[src/rtl/ycbcr420_to_rgb5551_quad_macros.svh]
// Assertion macros shared by the color converter RTL
`ifndef YCBCR420_TO_RGB5551_QUAD_MACROS_SVH
`define YCBCR420_TO_RGB5551_QUAD_MACROS_SVH
`ifndef NO_ASSERTIONS
`define YCQ_ASSERT(label, clk, rst, prop, msg) \
   label: assert property (@(posedge clk) disable iff (rst) prop) else $error(msg);
`define YCQ_ASSERT_RST(label, clk, prop, msg) \
   label: assert property (@(posedge clk) prop) else $error(msg);
`else
`define YCQ_ASSERT(label, clk, rst, prop, msg)
`define YCQ_ASSERT_RST(label, clk, prop, msg)
`endif
`endif

[src/rtl/ycq_pkg.sv]
// Shared widths, constants and types of the YCbCr 4:2:0 to RGB5551 converter
package ycq_pkg;

   localparam int SAMPLE_W  = 8;
   localparam int TERM_W    = 15;   // chroma terms lie in 1952..30767
   localparam int SUM_W     = 16;   // Y*64 + term stays below 47088
   localparam int CHAN_W    = 5;
   localparam int PIXEL_W   = 16;
   localparam int LANES     = 4;
   localparam int PROD_W    = 18;

   localparam int REQ_DATA_W = 48;
   localparam int RSP_DATA_W = 64;

   localparam logic signed [PROD_W-1:0] COEF_R_CR   = 18'sd90;
   localparam logic signed [PROD_W-1:0] COEF_G_CB   = -18'sd22;
   localparam logic signed [PROD_W-1:0] COEF_G_CR   = -18'sd46;
   localparam logic signed [PROD_W-1:0] COEF_B_CB   = 18'sd113;
   localparam logic signed [PROD_W-1:0] CHROMA_BIAS = 18'sh4020;
   localparam logic [SAMPLE_W:0]        CHROMA_ZERO = 9'd128;

   typedef struct packed {
      logic [TERM_W-1:0] red;
      logic [TERM_W-1:0] green;
      logic [TERM_W-1:0] blue;
   } chroma_terms_type;

endpackage

[src/rtl/ycq_chroma.sv]
// Chroma term stage: shared R, G and B offsets for one 2x2 group
module ycq_chroma
   import ycq_pkg::*;
(
   input  logic                  clock,
   input  logic                  enable,
   input  logic [SAMPLE_W-1:0]   chroma_blue,
   input  logic [SAMPLE_W-1:0]   chroma_red,
   output chroma_terms_type      terms
);

   logic signed [SAMPLE_W:0] cb_off;
   logic signed [SAMPLE_W:0] cr_off;
   logic signed [PROD_W-1:0] cb_ext;
   logic signed [PROD_W-1:0] cr_ext;
   logic signed [PROD_W-1:0] red_full;
   logic signed [PROD_W-1:0] green_full;
   logic signed [PROD_W-1:0] blue_full;
   chroma_terms_type         terms_ff;
   chroma_terms_type         terms_in;

   assign cb_off = $signed({1'b0, chroma_blue}) - $signed(CHROMA_ZERO);
   assign cr_off = $signed({1'b0, chroma_red}) - $signed(CHROMA_ZERO);
   assign cb_ext = {{(PROD_W-SAMPLE_W-1){cb_off[SAMPLE_W]}}, cb_off};
   assign cr_ext = {{(PROD_W-SAMPLE_W-1){cr_off[SAMPLE_W]}}, cr_off};

   assign red_full   = PROD_W'(cr_ext * COEF_R_CR + CHROMA_BIAS);
   assign green_full = PROD_W'(cb_ext * COEF_G_CB + cr_ext * COEF_G_CR + CHROMA_BIAS);
   assign blue_full  = PROD_W'(cb_ext * COEF_B_CB + CHROMA_BIAS);

   // all three terms are positive and fit the term width
   assign terms_in.red   = red_full[TERM_W-1:0];
   assign terms_in.green = green_full[TERM_W-1:0];
   assign terms_in.blue  = blue_full[TERM_W-1:0];

   always_ff @(posedge clock) begin
      if (enable) begin
         terms_ff <= terms_in;
      end
   end

   assign terms = terms_ff;

endmodule

[src/rtl/ycq_lane.sv]
// Per-pixel lane: add luma to chroma terms, clamp and pack to RGB5551
module ycq_lane
   import ycq_pkg::*;
(
   input  logic                  clock,
   input  logic                  enable,
   input  logic [SAMPLE_W-1:0]   luma,
   input  chroma_terms_type      terms,
   output logic [PIXEL_W-1:0]    pixel
);

   logic [PIXEL_W-1:0] pixel_ff;
   logic [PIXEL_W-1:0] pixel_in;
   logic [CHAN_W-1:0]  red;
   logic [CHAN_W-1:0]  green;
   logic [CHAN_W-1:0]  blue;

   // level = (sum >> 6) - 256; below 0 clamps to 0, 256 and up saturates
   function automatic logic [CHAN_W-1:0] channel_bits(
      input logic [SAMPLE_W-1:0] y,
      input logic [TERM_W-1:0]   term
   );
      logic [SUM_W-1:0]  sum;
      logic [SUM_W-7:0]  level;
      logic [CHAN_W-1:0] bits;
      sum   = {2'b00, y, 6'b000000} + {1'b0, term};
      level = sum[SUM_W-1:6];
      if (level[9]) begin
         bits = '1;
      end else if (!level[8]) begin
         bits = '0;
      end else begin
         bits = level[7:3];
      end
      return bits;
   endfunction

   assign red      = channel_bits(luma, terms.red);
   assign green    = channel_bits(luma, terms.green);
   assign blue     = channel_bits(luma, terms.blue);
   assign pixel_in = {red, green, blue, 1'b0};

   always_ff @(posedge clock) begin
      if (enable) begin
         pixel_ff <= pixel_in;
      end
   end

   assign pixel = pixel_ff;

endmodule

[src/rtl/ycbcr420_to_rgb5551_quad.sv]
// Top level: 4:2:0 YCbCr 2x2 group to four RGB5551 words, four parallel lanes
// Pipeline: an accepted req word is registered in the chroma stage, then the lane stage, before rsp_tvalid.
// Throughput: one word per cycle; the two-stage pipeline stalls only on rsp_tready.
// The chroma terms are computed once per group and fanned out to four pixel lanes.
// Reset (synchronous, active high) clears both stage valid flags; data regs hold.
`include "ycbcr420_to_rgb5551_quad_macros.svh"
module ycbcr420_to_rgb5551_quad
   import ycq_pkg::*;
(
   input  logic                  clock,
   input  logic                  reset,
   input  logic                  req_tvalid,
   output logic                  req_tready,
   // luma_top_left, luma_top_right, luma_bottom_left, luma_bottom_right,
   // chroma_blue, chroma_red (8 bits each, lowest first)
   input  logic [REQ_DATA_W-1:0] req_tdata,
   output logic                  rsp_tvalid,
   input  logic                  rsp_tready,
   // pixel_top_left, pixel_top_right, pixel_bottom_left, pixel_bottom_right
   // (16 bits each, lowest first)
   output logic [RSP_DATA_W-1:0] rsp_tdata
);

   logic                  stage1_valid_ff;
   logic                  stage1_valid_in;
   logic                  out_valid_ff;
   logic                  out_valid_in;
   logic                  advance;
   logic                  load;
   logic [SAMPLE_W-1:0]   luma_ff [LANES];
   chroma_terms_type      terms;
   logic [PIXEL_W-1:0]    pixels [LANES];

   assign advance    = !out_valid_ff || rsp_tready;
   assign load       = !stage1_valid_ff || advance;
   assign req_tready = load;

   assign stage1_valid_in = load ? req_tvalid : stage1_valid_ff;
   assign out_valid_in    = advance ? stage1_valid_ff : out_valid_ff;

   always_ff @(posedge clock) begin
      if (reset) begin
         stage1_valid_ff <= 1'b0;
         out_valid_ff    <= 1'b0;
      end else begin
         stage1_valid_ff <= stage1_valid_in;
         out_valid_ff    <= out_valid_in;
      end
   end

   always_ff @(posedge clock) begin
      if (load) begin
         for (int i = 0; i < LANES; i++) begin
            luma_ff[i] <= req_tdata[i*SAMPLE_W +: SAMPLE_W];
         end
      end
   end

   ycq_chroma u_chroma (
      .clock       (clock),
      .enable      (load),
      .chroma_blue (req_tdata[LANES*SAMPLE_W +: SAMPLE_W]),
      .chroma_red  (req_tdata[(LANES+1)*SAMPLE_W +: SAMPLE_W]),
      .terms       (terms)
   );

   for (genvar g = 0; g < LANES; g++) begin : g_lane
      ycq_lane u_lane (
         .clock  (clock),
         .enable (advance),
         .luma   (luma_ff[g]),
         .terms  (terms),
         .pixel  (pixels[g])
      );
      assign rsp_tdata[g*PIXEL_W +: PIXEL_W] = pixels[g];
   end

   assign rsp_tvalid = out_valid_ff;

   `YCQ_ASSERT_RST(a_reset_clears_out, clock, reset |=> !out_valid_ff, "output valid after reset")
   `YCQ_ASSERT(a_accept_fills_stage1, clock, reset, req_tvalid && req_tready |=> stage1_valid_ff, "accepted word missing from stage 1")
   `YCQ_ASSERT(a_stage1_held, clock, reset, stage1_valid_ff && !advance |=> stage1_valid_ff, "stalled stage 1 word dropped")
   `YCQ_ASSERT(a_stage1_moves, clock, reset, stage1_valid_ff && advance |=> out_valid_ff, "stage 1 word lost on advance")
   `YCQ_ASSERT(a_pad_bits_clear, clock, reset, out_valid_ff |-> !rsp_tdata[0] && !rsp_tdata[16] && !rsp_tdata[32] && !rsp_tdata[48], "pixel pad bit set")

endmodule

[config.mk]
export PLATFORM = sky130hd
export DESIGN_NAME = ycbcr420_to_rgb5551_quad
export DESIGN_NICKNAME = d
export VERILOG_FILES = /design/src/rtl/ycq_pkg.sv /design/src/rtl/ycq_chroma.sv /design/src/rtl/ycq_lane.sv /design/src/rtl/ycbcr420_to_rgb5551_quad.sv
export VERILOG_INCLUDE_DIRS = /design/src /design/src/rtl
export SDC_FILE = /design/constraint.sdc
export NUM_CORES = 1
export LEC_CHECK = 0
export ABC_AREA = 1
export BUFFER_PORTS_ARGS = -buffer_cell sky130_fd_sc_hd__buf_2
export CAP_MARGIN = 20
export CORE_MARGIN = 5
export CORE_UTILIZATION = 35
export DETAILED_ROUTE_END_ITERATION = 12
export SLEW_MARGIN = 20
export SYNTH_ARGS = -nofsm -noshare
export SYNTH_HDL_FRONTEND = slang
export SYNTH_SLANG_ARGS = --single-unit
[constraint.sdc]
create_clock -name clock -period 14.1 [get_ports clock]
set_input_delay 2.82 -clock clock [delete_from_list [all_inputs] [get_ports clock]]
set_output_delay 2.82 -clock clock [all_outputs]
set_load 0.03 [all_outputs]
==> flow_summary.yaml <==
outcome:
  status: "complete, no violations"
placed_design:
  routabilityCongestion: 0.930
  port_buffers: 113
  placed_area_um2: 14100
  hpwl_um: 26400
grt:
  grt_max_degree: 62
  grt_use_total_pct: 15.3
  grt_pass1_wl_um: 50900
  antenna_found_initial: 0
  grt_pass1_vias: 10200
  grt_overflow_total: 0
final_layout:
  area_delta_synth_final_pct: 13.0
  diodes: 0
  nets: 2002
  fin_util_pct: 40.1
  layout-drive-gt1-share_pct: 12.6
  final_area_um2: 14700
floorplan:
  die_x_um: 203
  core_area_um2: 36700
  die-height_um: 203
  row_count: 70
  start_util_pct: 35.5
  ios: 118
  die_area_um2: 41100
job:
  drv_cap: 0
synthesis:
  syn_inst: 1568
  ys.flop_type: "edfxtp_1"
  syn_avg_cell_area_um2: 8.30
  synthesis.area_um2: 13000
  ys_seq_area_share_pct: 27.8
  yosysWarnings: 0
  synth_seq_cells: 121
  synth_top_cell_area_share_pct: 27.5
  yosys.area.top_type: "edfxtp_1"
  synth_edf_count: 119
  synth_cell_types: 43
  async_flop_share_pct: 0
  synthTopCellsByArea: "edfxtp_1 (27%), ha_1 (21%), nand2_1 (11%), inv_1 (7.5%), fa_1 (5.5%)"
clock_tree:
  clock_path_buffers: 2
  cts_tree: "yes"
  root_buffer: "clkbuf_16"
  clock-sinks: 121
  cts_setup_buffers: 0
  clkTransAtPathRegs_ns: 0.06
  h-tree-depth: 4
  cts_made_buffers: 17
  cts_resized: 0
  ctsHoldBuffers: 0
  clk_latency_ns: 0.42
power:
  cellPowerDensity_nw_per_um2: 237
  switching_share_pct: 50.1
  clkPwrFrac_pct: 12.3
  p_sw_mw: 1.74
  ir_drop_v: 0.000118
  comb_power_share_pct: 65.5
  seqPwrFrac_pct: 22.2
  p_leak_nw: 7.63
  p_int_mw: 1.74
sta:
  fin_tns_setup_ns: 0
  finalHoldViolCount: 0
  slew_violations: 0
  hold_ws_ns: 0.480
  relSlewSlack_pct: 41.7
  fin_skew_ns: 0.0104
  rsz0062_at_grt: "false"
  period_minus_slack_ns: 6.96
  min_period_over_period_pct: 49.4
  worst_slew_pin_slew_ns: 0.874
  max_freq_mhz: 144
  finalSetupViolCount: 0
detailed_routing:
  drtIter0Drc: 546
  routed_wl_um: 31300
  routedWlPerCell_um: 14.4
  first_pass_iters: 4
  drc_errors: 0
  vias_per_cell: 4.80
  num_vias: 10400
  postRouteAntennaNets: 0
critical_path:
  endpoint_kind: "output port"
  cp_max_fo: 61
  crit_type: "in -> out"
  cp.arrival_ns: 4.14
  crit_required_ns: 11.28
  start_kind: "input port"
hold_path:
  min_path_type: "reg -> reg"
critical path, stage by stage:
cell and delay (ns):
buf_2 0.09, inv_1 0.11, nand3_4 0.65, buf_2 0.45
layout make-up:
| cell class | instances | area, um^2 |
|---|---|---|
| Sequential cell | 121 | 3610 |
| Fill cell | 3724 | 22000 |
| Timing Repair Buffer | 114 | 573 |
| Tap cell | 468 | 586 |
| Clock inverter | 14 | 151 |
| Multi-Input combinational cell | 1179 | 8370 |
| Inverter | 262 | 983 |
| Clock buffer | 18 | 429 |
synthesized netlist by cell type (all sizes together), types with 10 or more instances:
master / instances
a21boi: 10
fa: 36
inv: 262
nand4: 14
edfxtp: 119
xor2: 81
nor2: 56
a211oi: 11
o211ai: 12
nor3b: 10
o21ai: 63
nand3: 142
o21a: 12
a21oi: 74
xnor2: 24
nand2: 392
ha: 219
per-stage QoR:
step           worst slack, ns  cells  power [mW]
6_report                  7.14   2176        3.48
5_1_grt                   6.98   2176        3.84
4_1_cts                   7.08   2176        3.50
3_5_place_dp              6.98   2144        3.05
3_3_place_gp              7.09   2144        3.02
2_1_floorplan             6.85   1571        2.50
power groups by stage:
stage	combinational, mW	sequential (mW)	clock [mW]
CTS	2.29	0.775	0.437
detailed placement	2.27	0.781	0
finish	2.28	0.772	0.427
global route	2.60	0.788	0.452
floorplan	1.60	0.907	0
global placement	2.24	0.781	0
sequential cells by signal, summed over array words and instances (netlist names):
signal               cells
u_chroma.terms          27
luma_ff                 32
rsp_tvalid               1
g_lane.u_lane.pixel     60
stage1_valid_ff          1
metal layers:
layer | wire, um | share of wire (%) | global-route usage, %
met5 | 0 | 0 | 0
met2 | 14500 | 46 | 25.6
met1 | 14900 | 48 | 20.8
met4 | 557 | 1.8 | 3.88
met3 | 1290 | 4.1 | 2.43
logic make-up after synthesis:
family,count (synthesis),share of synthesized area [%]
AOI/OAI and AO/OA,190,9.45
other,1,0.0288
and+or+nand+nor,625,21.0
xor gates and xnor gates,105,7.07
adders and majority gates,255,26.6
buffers and inverters,271,8.13
DFF,121,27.8
worst paths after layout:
| kind | start | to | slack, ns | cells after the start |
|---|---|---|---|---|
| setup / recovery | rsp_tready | req_tready | 7.14 | 4 |
| hold / removal | stage1_valid_ff | rsp_tvalid | 0.48 | 2 |
| setup reg to reg | u_chroma.terms[25] | g_lane[3].u_lane.pixel[8] | 11.61 | 5 |
| hold reg to reg | stage1_valid_ff | rsp_tvalid | 0.48 | 2 |
cells in the final DEF (no fill, tap or decap), types with 3 or more instances in the layout:
master,instances
o21ai_2,18
nor2_2,4
clkinvlp_4,4
nand4_1,14
xnor2_1,24
inv_1,260
o211ai_1,12
clkinv_2,3
clkbuf_16,17
xor2_1,81
o21ai_1,4
nor3_1,4
nor3b_1,9
nand2_2,24
edfxtp_1,119
o21a_1,12
o21ai_0,41
a21oi_2,5
a21oi_1,69
nor2_1,51
a21o_1,3
a21boi_0,10
nand3b_1,5
fa_1,36
buf_2,113
conb_1,4
nand2_1,367
ha_1,219
nand3_1,140
clkinv_4,3
a211oi_2,9
Note: power is estimated with default switching activity, not from simulation.
